File: src/rtl/fest_pkg.sv
// fest_pkg: types, constants and sequencer states for the fault event status table
// used by fest_store, fest_seq and fault_event_status_table; no dependencies
package fest_pkg;

   localparam int SLOTS  = 16;
   localparam int SLOT_W = (SLOTS > 1) ? $clog2(SLOTS) : 1;

   localparam logic [SLOT_W-1:0] LAST_SLOT = SLOT_W'(SLOTS - 1);

   localparam logic        OP_REPORT      = 1'b0;
   localparam logic        OP_MERGE       = 1'b1;
   localparam logic [1:0]  STATUS_PASSED  = 2'd0;
   localparam logic [1:0]  STATUS_FAILED  = 2'd1;
   localparam logic [15:0] NULL_ID        = 16'd0;

   typedef struct packed {
      logic        op;
      logic [15:0] event_id;
      logic [1:0]  event_status;
      logic [15:0] stored_occurrence;
   } req_type;

   typedef struct packed {
      logic        accepted;
      logic        found;
      logic [15:0] occurrence;
      logic        is_failed;
      logic        changed;
      logic        table_full;
   } rsp_type;

   typedef struct packed {
      logic [15:0] event_id;
      logic [15:0] occurrence;
      logic        failed;
      logic        changed;
   } entry_type;

   typedef struct packed {
      logic              en;
      logic [SLOT_W-1:0] addr;
      entry_type         data;
   } store_wr_type;

   typedef enum logic [1:0] {
      ST_IDLE,
      ST_SCAN,
      ST_UPDATE
   } state_type;

endpackage

File: src/rtl/fest_store.sv
// fest_store: slot memory with one write port and one registered read port
// per-slot valid bits cleared by reset make unwritten slots read as free; uses fest_pkg
module fest_store
   import fest_pkg::*;
(
   input  logic              clock,
   input  logic              reset,
   input  store_wr_type      wr,
   input  logic [SLOT_W-1:0] rd_addr,
   output entry_type         rd_data
);

   entry_type        mem [SLOTS];
   entry_type        rd_data_ff;
   logic             rd_valid_ff;
   logic [SLOTS-1:0] valid_ff;

   always_ff @(posedge clock) begin
      if (wr.en) begin
         mem[wr.addr] <= wr.data;
      end
      rd_data_ff <= mem[rd_addr];
   end

   always_ff @(posedge clock) begin
      if (reset) begin
         valid_ff    <= '0;
         rd_valid_ff <= 1'b0;
      end else begin
         if (wr.en) begin
            valid_ff[wr.addr] <= 1'b1;
         end
         // a write to the address being read is never overlapped during a scan
         rd_valid_ff <= valid_ff[rd_addr];
      end
   end

   assign rd_data = rd_valid_ff ? rd_data_ff : '0;

endmodule

File: src/rtl/fest_seq.sv
// fest_seq: scan sequencer with the shared id comparator and occurrence adder
// walks the slots one per cycle, then updates at most one slot and builds the result; uses fest_pkg
module fest_seq
   import fest_pkg::*;
(
   input  logic              clock,
   input  logic              reset,
   input  logic              start,
   input  req_type           req_item,
   input  logic              module_ready,
   input  entry_type         rd_data,
   output logic [SLOT_W-1:0] rd_addr,
   output store_wr_type      wr,
   output logic              busy,
   output logic              rsp_strobe,
   output rsp_type           rsp_item
);

   state_type         state_ff, state_in;
   logic [SLOT_W-1:0] idx_ff, idx_in;
   req_type           req_ff, req_in;
   logic              hit_ff, hit_in;
   logic [SLOT_W-1:0] hit_idx_ff, hit_idx_in;
   entry_type         hit_entry_ff, hit_entry_in;
   logic              free_ff, free_in;
   logic [SLOT_W-1:0] free_idx_ff, free_idx_in;
   rsp_type           rsp_ff, rsp_in;
   logic              rsp_valid_ff, rsp_valid_in;

   logic              id_match;
   logic              slot_free;
   logic [15:0]       add_a;
   logic [15:0]       add_b;
   logic [15:0]       sum;
   logic              status_ok;
   logic              new_failed;
   entry_type         upd_entry;

   // shared compare and add unit
   assign id_match  = (rd_data.event_id == req_ff.event_id);
   assign slot_free = (rd_data.event_id == NULL_ID);
   assign add_a     = hit_ff ? hit_entry_ff.occurrence : 16'd0;
   assign add_b     = (req_ff.op == OP_MERGE) ? req_ff.stored_occurrence : 16'd1;
   assign sum       = add_a + add_b;

   assign status_ok  = (req_ff.event_status == STATUS_PASSED) ||
                       (req_ff.event_status == STATUS_FAILED);
   assign new_failed = (req_ff.event_status == STATUS_FAILED);

   always_ff @(posedge clock) begin
      if (reset) begin
         state_ff     <= ST_IDLE;
         rsp_valid_ff <= 1'b0;
      end else begin
         state_ff     <= state_in;
         rsp_valid_ff <= rsp_valid_in;
      end
   end

   always_ff @(posedge clock) begin
      idx_ff       <= idx_in;
      req_ff       <= req_in;
      hit_ff       <= hit_in;
      hit_idx_ff   <= hit_idx_in;
      hit_entry_ff <= hit_entry_in;
      free_ff      <= free_in;
      free_idx_ff  <= free_idx_in;
      rsp_ff       <= rsp_in;
   end

   always_comb begin
      state_in     = state_ff;
      idx_in       = idx_ff;
      req_in       = req_ff;
      hit_in       = hit_ff;
      hit_idx_in   = hit_idx_ff;
      hit_entry_in = hit_entry_ff;
      free_in      = free_ff;
      free_idx_in  = free_idx_ff;
      rsp_in       = rsp_ff;
      rsp_valid_in = 1'b0;
      rd_addr      = '0;
      wr           = '0;
      upd_entry    = hit_entry_ff;

      unique case (state_ff)
         ST_IDLE: begin
            if (start) begin
               req_in   = req_item;
               idx_in   = '0;
               hit_in   = 1'b0;
               free_in  = 1'b0;
               state_in = ST_SCAN;
            end
         end
         ST_SCAN: begin
            // data for slot idx_ff is on rd_data; fetch the next one
            rd_addr = (idx_ff == LAST_SLOT) ? '0 : SLOT_W'(idx_ff + 1'b1);
            if (!hit_ff && id_match) begin
               hit_in       = 1'b1;
               hit_idx_in   = idx_ff;
               hit_entry_in = rd_data;
            end
            if (!free_ff && slot_free) begin
               free_in     = 1'b1;
               free_idx_in = idx_ff;
            end
            if (idx_ff == LAST_SLOT) begin
               state_in = ST_UPDATE;
            end else begin
               idx_in = SLOT_W'(idx_ff + 1'b1);
            end
         end
         ST_UPDATE: begin
            state_in     = ST_IDLE;
            rsp_valid_in = 1'b1;
            rsp_in       = '0;
            if (req_ff.event_id != NULL_ID) begin
               if (req_ff.op == OP_REPORT) begin
                  if (module_ready && status_ok) begin
                     if (hit_ff) begin
                        if (hit_entry_ff.failed != new_failed) begin
                           if (new_failed) begin
                              upd_entry.occurrence = sum;
                           end
                           upd_entry.failed  = new_failed;
                           upd_entry.changed = 1'b1;
                        end else begin
                           upd_entry.changed = 1'b0;
                        end
                        wr.en   = 1'b1;
                        wr.addr = hit_idx_ff;
                        rsp_in.accepted = 1'b1;
                        rsp_in.found    = 1'b1;
                     end else if (new_failed) begin
                        if (free_ff) begin
                           upd_entry.event_id   = req_ff.event_id;
                           upd_entry.occurrence = sum;
                           upd_entry.failed     = 1'b1;
                           upd_entry.changed    = 1'b1;
                           wr.en   = 1'b1;
                           wr.addr = free_idx_ff;
                           rsp_in.accepted = 1'b1;
                           rsp_in.found    = 1'b1;
                        end else begin
                           rsp_in.table_full = 1'b1;
                        end
                     end
                  end else begin
                     // ignored report still shows the slot as it stands
                     rsp_in.found = hit_ff;
                  end
               end else begin
                  if (hit_ff) begin
                     upd_entry.occurrence = sum;
                     wr.en   = 1'b1;
                     wr.addr = hit_idx_ff;
                     rsp_in.accepted = 1'b1;
                     rsp_in.found    = 1'b1;
                  end else if (free_ff) begin
                     upd_entry.event_id   = req_ff.event_id;
                     upd_entry.occurrence = sum;
                     upd_entry.failed     = 1'b0;
                     upd_entry.changed    = 1'b0;
                     wr.en   = 1'b1;
                     wr.addr = free_idx_ff;
                     rsp_in.accepted = 1'b1;
                     rsp_in.found    = 1'b1;
                  end else begin
                     rsp_in.table_full = 1'b1;
                  end
               end
            end
            wr.data = upd_entry;
            if (rsp_in.found) begin
               rsp_in.occurrence = upd_entry.occurrence;
               rsp_in.is_failed  = upd_entry.failed;
               rsp_in.changed    = upd_entry.changed;
            end
         end
         default: begin
            state_in = ST_IDLE;
         end
      endcase
   end

   assign busy       = (state_ff != ST_IDLE);
   assign rsp_strobe = rsp_valid_ff;
   assign rsp_item   = rsp_ff;

   a_rsp_after_update: assert property (@(posedge clock) disable iff (reset)
      rsp_valid_ff |-> $past(state_ff == ST_UPDATE))
      else $error("result beat without an update cycle");

   a_write_in_update: assert property (@(posedge clock) disable iff (reset)
      wr.en |-> (state_ff == ST_UPDATE))
      else $error("slot write outside the update cycle");

   a_accept_found: assert property (@(posedge clock) disable iff (reset)
      (rsp_valid_ff && rsp_ff.accepted) |-> (rsp_ff.found && !rsp_ff.table_full))
      else $error("accepted result without a slot");

   a_full_no_slot: assert property (@(posedge clock) disable iff (reset)
      (rsp_valid_ff && rsp_ff.table_full) |-> (!rsp_ff.found && rsp_ff.occurrence == 16'd0))
      else $error("table full result shows a slot");

   a_scan_starts_at_zero: assert property (@(posedge clock) disable iff (reset)
      (state_ff == ST_IDLE && start) |=> (state_ff == ST_SCAN && idx_ff == '0))
      else $error("scan did not start at slot zero");

endmodule

File: src/rtl/fault_event_status_table.sv
// fault_event_status_table: top level with the ready register, slot store and sequencer
// depends on fest_pkg, fest_store and fest_seq
//
//   channel  ports                               beat taken when
//   request  start, busy, req_item               start && !busy
//   result   rsp_strobe, rsp_item                rsp_strobe (one cycle, no stall)
//   config   csr_valid, csr_ready, csr_data      csr_valid && csr_ready
//
// busy stays high from the accepting edge through the scan of every slot, which goes
// through the single read port of the slot memory, and then through the update state
// the result beat shows in the cycle after the update, when busy has already dropped,
// so requests held back to back are taken only then, none while one is in flight
// reset is synchronous; the slot valid bits clear at once, no clearing pass
// results cannot be held off; config is taken only while idle with start low
module fault_event_status_table
   import fest_pkg::*;
(
   input  logic    clock,
   input  logic    reset,
   input  logic    start,
   output logic    busy,
   input  req_type req_item,
   output logic    rsp_strobe,
   output rsp_type rsp_item,
   input  logic    csr_valid,
   output logic    csr_ready,
   input  logic    csr_data
);

   logic              module_ready_ff, module_ready_in;
   logic [SLOT_W-1:0] rd_addr;
   entry_type         rd_data;
   store_wr_type      wr;
   logic              seq_busy;

   // a request beat and a config beat never land on the same edge
   assign csr_ready       = ~seq_busy & ~start;
   assign module_ready_in = (csr_valid && csr_ready) ? csr_data : module_ready_ff;

   always_ff @(posedge clock) begin
      if (reset) begin
         module_ready_ff <= 1'b0;
      end else begin
         module_ready_ff <= module_ready_in;
      end
   end

   fest_store u_store (
      .clock   (clock),
      .reset   (reset),
      .wr      (wr),
      .rd_addr (rd_addr),
      .rd_data (rd_data)
   );

   fest_seq u_seq (
      .clock        (clock),
      .reset        (reset),
      .start        (start),
      .req_item     (req_item),
      .module_ready (module_ready_ff),
      .rd_data      (rd_data),
      .rd_addr      (rd_addr),
      .wr           (wr),
      .busy         (seq_busy),
      .rsp_strobe   (rsp_strobe),
      .rsp_item     (rsp_item)
   );

   assign busy = seq_busy;

endmodule

File: config.mk
export PLATFORM = sky130hd
export DESIGN_NAME = fault_event_status_table
export DESIGN_NICKNAME = d
export VERILOG_FILES = /design/src/rtl/fest_pkg.sv /design/src/rtl/fest_store.sv /design/src/rtl/fest_seq.sv /design/src/rtl/fault_event_status_table.sv
export SDC_FILE = /design/constraint.sdc
export NUM_CORES = 1
export LEC_CHECK = 0
export BUFFER_PORTS_ARGS = -buffer_cell sky130_fd_sc_hd__buf_4
export CAP_MARGIN = 20
export CORE_UTILIZATION = 50
export CTS_BUF_LIST = sky130_fd_sc_hd__clkbuf_16
export CTS_CLUSTER_SIZE = 30
export DETAILED_ROUTE_END_ITERATION = 16
export GPL_TIMING_DRIVEN = 0
export MAX_ROUTING_LAYER = met4
export PLACE_DENSITY = 0.66
export SLEW_MARGIN = 40
export SYNTH_ARGS = -nofsm -noshare
export SYNTH_HDL_FRONTEND = slang
export SYNTH_SLANG_ARGS = --single-unit
File: constraint.sdc
create_clock -name clock -period 5.2 [get_ports clock]
set_input_delay 1.04 -clock clock [delete_from_list [all_inputs] [get_ports clock]]
set_output_delay 1.04 -clock clock [all_outputs]
set_load 0.01 [all_outputs]
* Word level (Yosys, flattened, before mapping) *
Memory sizes are Yosys's and may differ from the RTL's. A register that Yosys moved wholly into a read port is not among the register bits.
Cells that the tools add are included.

storage, ports and cells
  bits in registers = 125
  latch bits = 0
  bits in writable memories = 544
  ROM bits = 0
  output and inout bits = 24
  logic and storage cells = 126
  memories kept = 1

cells by class
  add/subtract/negate cells = 2
  $mul = 0
  divide/modulo/power cells = 0
  order comparisons = 3
  equal/unequal tests = 11
  shift-type cells = 0
  mux-type cells = 60
  bitwise operators = 4
  reductions and logical operators = 21

memory list
  memory       depth  width  rd ports  clocked after memory_dff  write ports  line              source
  u_store.mem  16     34     1         1                         1            fest_store.sv:13  entry_type mem [SLOTS];

operators by type and width
  kind                   number
  $mux W34               7
  $mux W16               6
  $mux W39               1
  $mux W5                7
  $mux W2                10
  $mux W18               1
  $mux W1                17
  $mux W17               1
  $add A16 B16 Y16       1
  $eq A16 B16 Y1         1
  $logic_not A16 Y1      1
  $mux W4                4
  $or A16 B16 Y16        1
  $reduce_bool A16 Y1    1
  $lt A4 B5 Y1 const B   2
  $reduce_and A3 Y1      3
  $pmux W4 S2            1
  $reduce_and A2 Y1      4
  $ne A2 B1 Y1 const B   3
  $logic_and A1 B1 Y1    5
  $add A4 B1 Y4 const B  1
  $bmux W1 S4            1
  $demux W1 S4           1
  $eq A2 B1 Y1 const B   2
  13 further kinds       19

* Depth between registers and ports, before layout *
Gate-level depths: netlist of the first run.

  word-level depth = 14
  gate-level depth with buffers = 12

* Modules after synthesis *
A second synthesis of the first run with hierarchy kept.

second synthesis, totals
  cell total of the unflattened synthesis = 1442
  area total of the unflattened synthesis = 27538.9 um^2

modules (own cells, without submodules)
  module                    instances  cells each  area an instance (um^2)  sequential area each (um^2)
  fest_store                1          958         21922.3                  17356.6
  fest_seq                  1          478         5557.8                   3183.1
  fault_event_status_table  1          6           58.8                     20.0

* Least setup slack after synthesis of the first run *
OpenSTA, ideal clock, no wires.

  kind = register to register
  from = register u_seq.state_ff[0]
  to = memory u_store.mem[8][0] (netlist bit) (enable)
  library setup time = 0.427 ns
  arrival time = 3.439 ns
  required time = 4.773 ns
  slack = 1.334 ns
  cell stages (with the launch flop) = 8
  buffers on the path = 2
  period minus slack after synthesis = 3.866 ns
  cell sequence = dfxtp_1 > nand2b_1 > buf_2 > inv_1 > o221ai_2 > buf_2 > or3b_1 > nor2_1

on the way
  cells in the longest elaborated chain, start to end = 4

ends and longest elaborated chain
  what                           line              source
  start: declaration             fest_seq.sv:19    state_type state_ff, state_in;
  start signal: assignment       fest_seq.sv:55    state_ff <= state_in;
  $eq A2 B2 Y1 *                 fest_seq.sv:86    unique case (state_ff)
  $mux W39 *                     fest_seq.sv:86
  $mux W1                        fest_store.sv:19  if (wr.en) begin
  $mux W1 (not written as such)  fest_store.sv:20  mem[wr.addr] <= wr.data;
  end: declaration               fest_store.sv:13

Mark *: on every way between the ends. The rest lies on a longest branch, timed or not.

==> results of run 1 <==
[layer usage]
layer / vias to the layer above / wire (µm)
met5: - / 0
met4: 0 / 1695
met1: 8698 / 29260
met3: 119 / 6330
met2: 822 / 35670
li1: 7845 / -
[final timing paths]
kind	startpoint	endpoint	cells after the start
hold / removal	u_store.valid_ff[8]$_SDFFE_PP0P_	u_store.valid_ff[8]$_SDFFE_PP0P_	1
setup reg to reg	u_seq.hit_ff$_DFFE_PP_	u_store.mem[5][15]$_DFFE_PP_	12
hold reg to reg	u_store.valid_ff[8]$_SDFFE_PP0P_	u_store.valid_ff[8]$_SDFFE_PP0P_	1
setup / recovery	u_seq.hit_ff$_DFFE_PP_	u_store.mem[5][15]$_DFFE_PP_	12
[power groups by stage]
stage / logic, mW / clock network [mW] / registers [mW]
2_1_floorplan: 0.640 / 0 / 6.33
3_3_place_gp: 0.954 / 0 / 6.37
3_5_place_dp: 0.975 / 0 / 6.37
4_1_cts: 0.979 / 4.95 / 6.25
5_1_grt: 1.07 / 5.17 / 6.26
6_report: 0.988 / 4.89 / 6.25
[cells by family after synthesis]
group	count (synthesis)	synth area share [%]
AOI/OAI and AO/OA	390	9.163
muxes	65	3.830
and+or+nand+nor	621	10.28
DFF	703	73.09
buffers and inverters	137	2.264
xor gates and xnor gates	19	0.5916
adders and majority gates	17	0.7829
[cell usage after synthesis (3+ instances only)]
cell type	count	area [µm²]
a211oi_1	5	37.54
a21boi_0	3	22.52
a21o_1	4	30.03
a21oi_1	31	155.2
a22oi_1	8	60.06
a31oi_1	78	488.0
and2_1	64	400.4
and3_1	71	444.2
buf_1	4	15.01
buf_2	65	325.3
buf_4	6	45.04
clkbuf_1	44	165.2
dfxtp_1	55	1101
edfxtp_1	648	19460
ha_1	16	200.2
inv_1	12	45.04
mux2i_1	30	300.3
mux4_2	34	765.7
nand2_1	307	1152
nand2_2	3	18.77
nand2b_1	4	25.02
nand3_1	21	105.1
nand3b_1	7	52.55
nand4_1	9	56.30
nor2_1	94	352.8
nor2b_1	3	18.77
nor3_1	11	55.05
nor4_1	5	31.28
o21ai_0	77	385.4
o21ai_1	16	80.08
o21ba_1	4	40.04
o21ba_2	6	60.06
o221ai_1	69	604.3
o22ai_1	71	444.2
o31ai_1	3	22.52
or2_2	5	31.28
or3_1	5	31.28
xnor2_1	16	140.1
xor2_1	3	26.28
[area by class of cell]
cell class / count / area [µm²]
clock inverter: 52 / 346.6
timing repair buffer: 99 / 1234
sequential: 703 / 20560
tap: 748 / 935.9
inverter: 15 / 60.06
clock buffer: 75 / 1877
fill: 4203 / 22540
buffer: 122 / 579.3
multi-input combinational: 1112 / 7176
[stage by stage]
stage / instance area, µm² / setup WS [ps] / power (mW)
2_1_floorplan: 28130 / 1334 / 6.972
4_1_cts: 32710 / 758.6 / 12.18
3_5_place_dp: 30480 / 799.5 / 7.344
3_3_place_gp: 29540 / -825.3 / 7.324
6_report: 32770 / 837.9 / 12.13
5_1_grt: 32770 / 613.6 / 12.49
[critical path: cells and delay by family (launching register included)]
family / cells / cell delay (ps)
simple gates: 4 / 1230
buf+inv: 4 / 1160
compound gates: 3 / 1030
flops: 1 / 360
fa+ha+maj: 1 / 230
[state kept, by name, summed over array words and instances (netlist names)]
signal and count:
u_store.valid_ff 16, u_seq.hit_entry_ff 34, u_store.mem 544, u_seq.free_idx_ff 4
u_seq.free_ff 1, u_seq.state_ff 2, u_seq.rsp_strobe 1, u_seq.hit_idx_ff 4
u_store.rd_valid_ff 1, u_store.rd_data_ff 34, u_seq.idx_ff 4, module_ready_ff 1
u_seq.hit_ff 1, u_seq.req_ff 35, u_seq.rsp_item 21
==> run metrics, run 1 <==
initial antenna violation count 0; initial core utilization between 50% and 60%; die height 239.2 µm; Max Clk Rate 229.2 MHz; syn nets roughly 2,000; WHS 476.2 ps; CTS Buffer Depth 3; clock latency on the worst-skew pair between 600 and 700 ps; CTS tree done; CORE AREA 55,310 µm²; #FFs+latches synth about 700; Finished Layout Cells 2,926; num rows between 80 and 90; Slew @ Worst Pin roughly 850 ps; first-pass GRT wire length 107,600 µm; GRT Util Overall a little over a quarter; DR pass1 iterations 6; Vias/cell ~6.0; CTS hold repair buffers 0; CP required between 5000 and 6000 ps; antenna cells 0; clock power share between 40% and 50%; Synth Instances about 2,000; cts bufs inserted just over 70; Synth Cell Area approximately 28,000 µm²; commonest non-fill, non-tap cells in the layout edfxtp_1, nand2_1, a31oi_1, o21ai_0, clkbuf_16; critical path launch point type flip-flop; DR vias between 15,000 and 20,000; Top FF cell, synth edfxtp_1; global route hottest layer met2; final hold viol count 0; routed wire length per instance approximately 25 µm; clk_skew 23.24 ps; clk slew on worst S/H paths around 60 ps; area growth from synthesis to layout 16.49%; Worst slew margin between 40% and 50%; met1 Track Usage GR a little over a third; crit path max fanout 16; GP Congestion 0.8887; Die X roughly 240 µm; slowest CP cell a31oi_1; final setup vio count 0; Comb power frac just over 8%; Post-CTS Setup Repair Bufs 0; layout cell share with drive strength beyond 1 17.68%; I/O Buffers 63; vias in the first global route about 17,000; register share of total power approximately half; post-route ant nets 0; Final Net Count around 2,200; biggest cell delay along the critical path approximately 570 ps; Final TNS setup 0 ps; Mean Syn Cell Area between 10 and 15 µm²; full die area roughly 57,000 µm²; pin count of the biggest net entering global routing 36; status finished clean; Psw between 2 and 3 mW; io pins 64; Async SR Flop Fraction 0%; P per Cell Area between 300 and 400 nW/µm²; VDD IR max roughly 0.00024 V; reg-to-reg slack, setup 840 ps; Post-Place Cells 2,799; P_int roughly 9.3 mW; grt met3 use 4.783%; CP Cell Sequence buf_2, clkbuf_1, clkbuf_1, and2_1, ha_1, buf_2, a21oi_1, a21oi_1, or2_2, or4_1, a31oi_1, nor2_2; most common cell after layout, fill and taps aside edfxtp_1; met2 usage between 40% and 50%; fin. max-slew vios 0; CTS resizes 0; crit path time final 4362 ps; synth warn 0; Post-synth EDFFs approximately 650; WS Path Type flip-flop to flip-flop; Final Cycle Share 83.89%; max cap viols 0; WP data arrival roughly 4600 ps; Hold Path Class flip-flop to flip-flop; crit end category flip-flop; leakage power 10.81 nW; register area share after synthesis 73.09%; Post-route DRC 0; Routed Wire Length around 73,000 µm; Sink Count between 700 and 800; Root Driver clkbuf_16; RSZ-0062 raised after global routing no; initial drt markers a little under 2,000; H-Tree Depth 3; Finished Core Util between 50% and 60%; Remaining Overflow, GRT 0; Distinct cells, synth between 60 and 70; Sw Share between 20 and 25%; DP Wirelength roughly 52,000 µm
Power figures use the tool's default switching activity.
==> run 2, diff against run 1 <==
Settings changed: ABC_AREA set to 1.
Clock period 5.2 ns to 4.3 ns, I/O delays scaled along.
==> run 2 against run 1 <==
  * Core utilization down 0.18 points
  * Maximum frequency is 10% higher
  * Power grew 24%
  * Critical path type unchanged
==> run metrics, run 2 <==
clock power share 40.9% (+0.6 points); commonest non-fill, non-tap cells in the layout edfxtp_1, nand2_1, o211ai_1, inv_1, nor2_1; Distinct cells, synth 43 (-33%); H-Tree Depth 3 (unchanged); layout cell share with drive strength beyond 1 16.13% (-1.6 points); WS Path Type flip-flop to flip-flop; Final Cycle Share 91.89% (+8.0 points); Fill cells 4,475 (+6.5%); VDD IR max 0.0002807 V (+16%); CTS resizes 0 (unchanged); crit path time final 3951 ps (-410.8 ps); CTS hold repair buffers 0 (unchanged); max cap viols 0 (unchanged); #FFs+latches synth 703 (unchanged); Async SR Flop Fraction 0% (unchanged); clk_skew 27.35 ps (+4.109 ps); Largest register FFs 544 (unchanged); status finished clean; Commonest cells post-synth edfxtp_1, nand2_1, nor2_1; most used standard cell by instance count after synthesis edfxtp_1; Synth Cell Area 29,130 µm² (+3.6%); Top reg by flops u_store.mem; num rows 88 (+2.3%); initial core utilization 50.58% (-0.27 points); Mean Syn Cell Area 12.40 µm² (-14%); cts bufs inserted 73 (+2.8%); Hold Path Class input port to flip-flop; Vias/cell 5.890 (-1.4%); syn nets 2,407 (+20%); Synth Instances 2,350 (+20%); initial drt markers 2,395 (+23%); Post-synth EDFFs 648 (unchanged); biggest area consumer among synthesized cells edfxtp_1; Psw 3.587 mW (+29%); most common cell after layout, fill and taps aside edfxtp_1; register area share after synthesis 70.58% (-2.5 points); final hold viol count 0 (unchanged); P per Cell Area 442.6 nW/µm² (+20%); Post-CTS Setup Repair Bufs 0 (unchanged); WP data arrival 4250 ps (-380 ps); fin. max-slew vios 0 (unchanged); P_int 11.47 mW (+23%); RSZ-0062 raised after global routing no; launch point of the worst path u_seq.hit_ff$_DFFE_PP_; pin count of the biggest net entering global routing 25 (-31%); Top FF cell, synth edfxtp_1; critical path launch point type flip-flop; die height 243.4 µm (+1.7%); CTS Buffer Depth 3 (unchanged); reg-to-reg slack, setup 350 ps (-490 ps); leakage power 12.34 nW (+14%); r2r startpoint u_seq.hit_ff$_DFFE_PP_; vias in the first global route 19,320 (+11%); Routed Wire Length 83,420 µm (+14%); Final TNS setup 0 ps (unchanged); CTS tree done; top post-synthesis cells by area edfxtp_1, o211ai_1, dfxtp_1, nand2_1, nor2_1; CP required 4600 ps (-870 ps); clock latency on the worst-skew pair 620 ps (about the same); Slew @ Worst Pin 908.0 ps (+57.73 ps); Die X 243.4 µm (+1.7%); Remaining Overflow, GRT 0 (unchanged); post-route ant nets 0 (unchanged); Max Clk Rate 253.1 MHz (+10%); Worst slew margin 39.40% (-3.9 points); Post-route DRC 0 (unchanged); CORE AREA 57,590 µm² (+4.1%); Final Net Count 2,585 (+19%); full die area 59,230 µm² (+3.5%); DP Wirelength 57,180 µm (+10%); I/O Buffers 63 (unchanged); final instance area 34,010 µm² (+3.8%); Top Registers u_store.mem: 544 flops, u_seq.req_ff: 35 flops; Root Driver clkbuf_16; Comb power frac 8.9% (+0.8 points); io pins 64 (unchanged); initial antenna violation count 1 (+1); post-synth top area share 66.80% (-2.4 points); first-pass GRT wire length 122,200 µm (+14%); register share of total power 50.2% (-1.4 points); Sw Share 23.83% (+0.87 points); clk slew on worst S/H paths 60 ps (about the same); area growth from synthesis to layout 16.76%; DR pass1 iterations 6 (unchanged); GP Congestion 0.9243 (+4.0%); synth warn 0 (unchanged); Sink Count 703 (unchanged); DR vias 19,740 (+13%); routed wire length per instance 24.89 µm (-0.18%); crit end category flip-flop; crit path max fanout 16 (unchanged); GRT Util Overall 29.11% (+2.5 points); HP Start req_item[33]; placed instance area 31,640 µm² (+3.8%); final setup vio count 0 (unchanged)
[run 2: final cells by class]
class	instances	area (µm²)	area share (%)
flip-flops and latches	703	20560	60.45
multi-input cells	1302	7350	21.61
clock buffers	77	1927	5.665
repair buffers	103	1318	3.874
well taps	765	957.2	2.814
inverters	210	790.8	2.325
plain buffers	135	719.4	2.115
clock inverters	56	389.1	1.144
diodes	1	2.502	0.007357
[run 2: stage by stage]
step	total power, mW	std cells	hold slack [ps]	util (%)	worst slack [ps]
2_1_floorplan	8.473	2350	432.5	-	1034
3_3_place_gp	8.964	3178	445.2	53.07	-894.2
3_5_place_dp	9.006	3218	459.5	54.94	462.1
4_1_cts	15.06	3351	396.1	58.96	425.3
5_1_grt	15.45	3352	409.1	59.06	171.2
6_report	15.05	3352	409.5	59.06	348.8
[run 2: critical path, stage by stage, from the launching register on]
cell and delay, ps:
edfxtp_1 460, buf_2 290, buf_1 410, nand2_1 110, inv_1 80, ha_1 280, nand2_1 110, inv_1 60
nand2_1 70, nand2_1 80, a21oi_1 460, nand3_1 160, nand3_1 120, nand2_1 50, nand2_1 50, nand2_1 150
nor2_2 670
[run 2: cell families after synthesis]
| logic type | after synthesis | synth area share [%] |
|---|---|---|
| xor gates and xnor gates | 16 | 0.4811 |
| buffers and inverters | 345 | 5.154 |
| and+or+nand+nor | 756 | 11.21 |
| adders and majority gates | 17 | 0.7560 |
| AOI/OAI and AO/OA | 513 | 11.82 |
| DFF | 703 | 70.58 |
[run 2: final timing paths]
kind | to | depth (start not counted)
worst max register to register | u_store.mem[10][17]$_DFFE_PP_ | 16
worst min-delay path | u_seq.req_ff[33]$_DFFE_PP_ | 1
worst max-delay path | u_store.mem[10][17]$_DFFE_PP_ | 16
worst min register to register | u_store.valid_ff[9]$_SDFFE_PP0P_ | 2
[run 2: layer usage]
metal  wire (µm)  GRT usage (%)  vias up
met2       39920          45.94     1099
met4        3572          13.43        0
li1            -              -     8786
met3        7841          4.649      200
met1       32080          37.06     9659
met5           0              -        -
[run 2: power by group through the flow]
stage,Sequential (mW),Clock [mW],Combinational (mW)
after floorplan,7.66,0,0.811
after global placement,7.70,0,1.27
after detailed placement,7.70,0,1.31
after CTS,7.55,6.20,1.32
after global routing,7.56,6.45,1.44
final,7.55,6.16,1.34
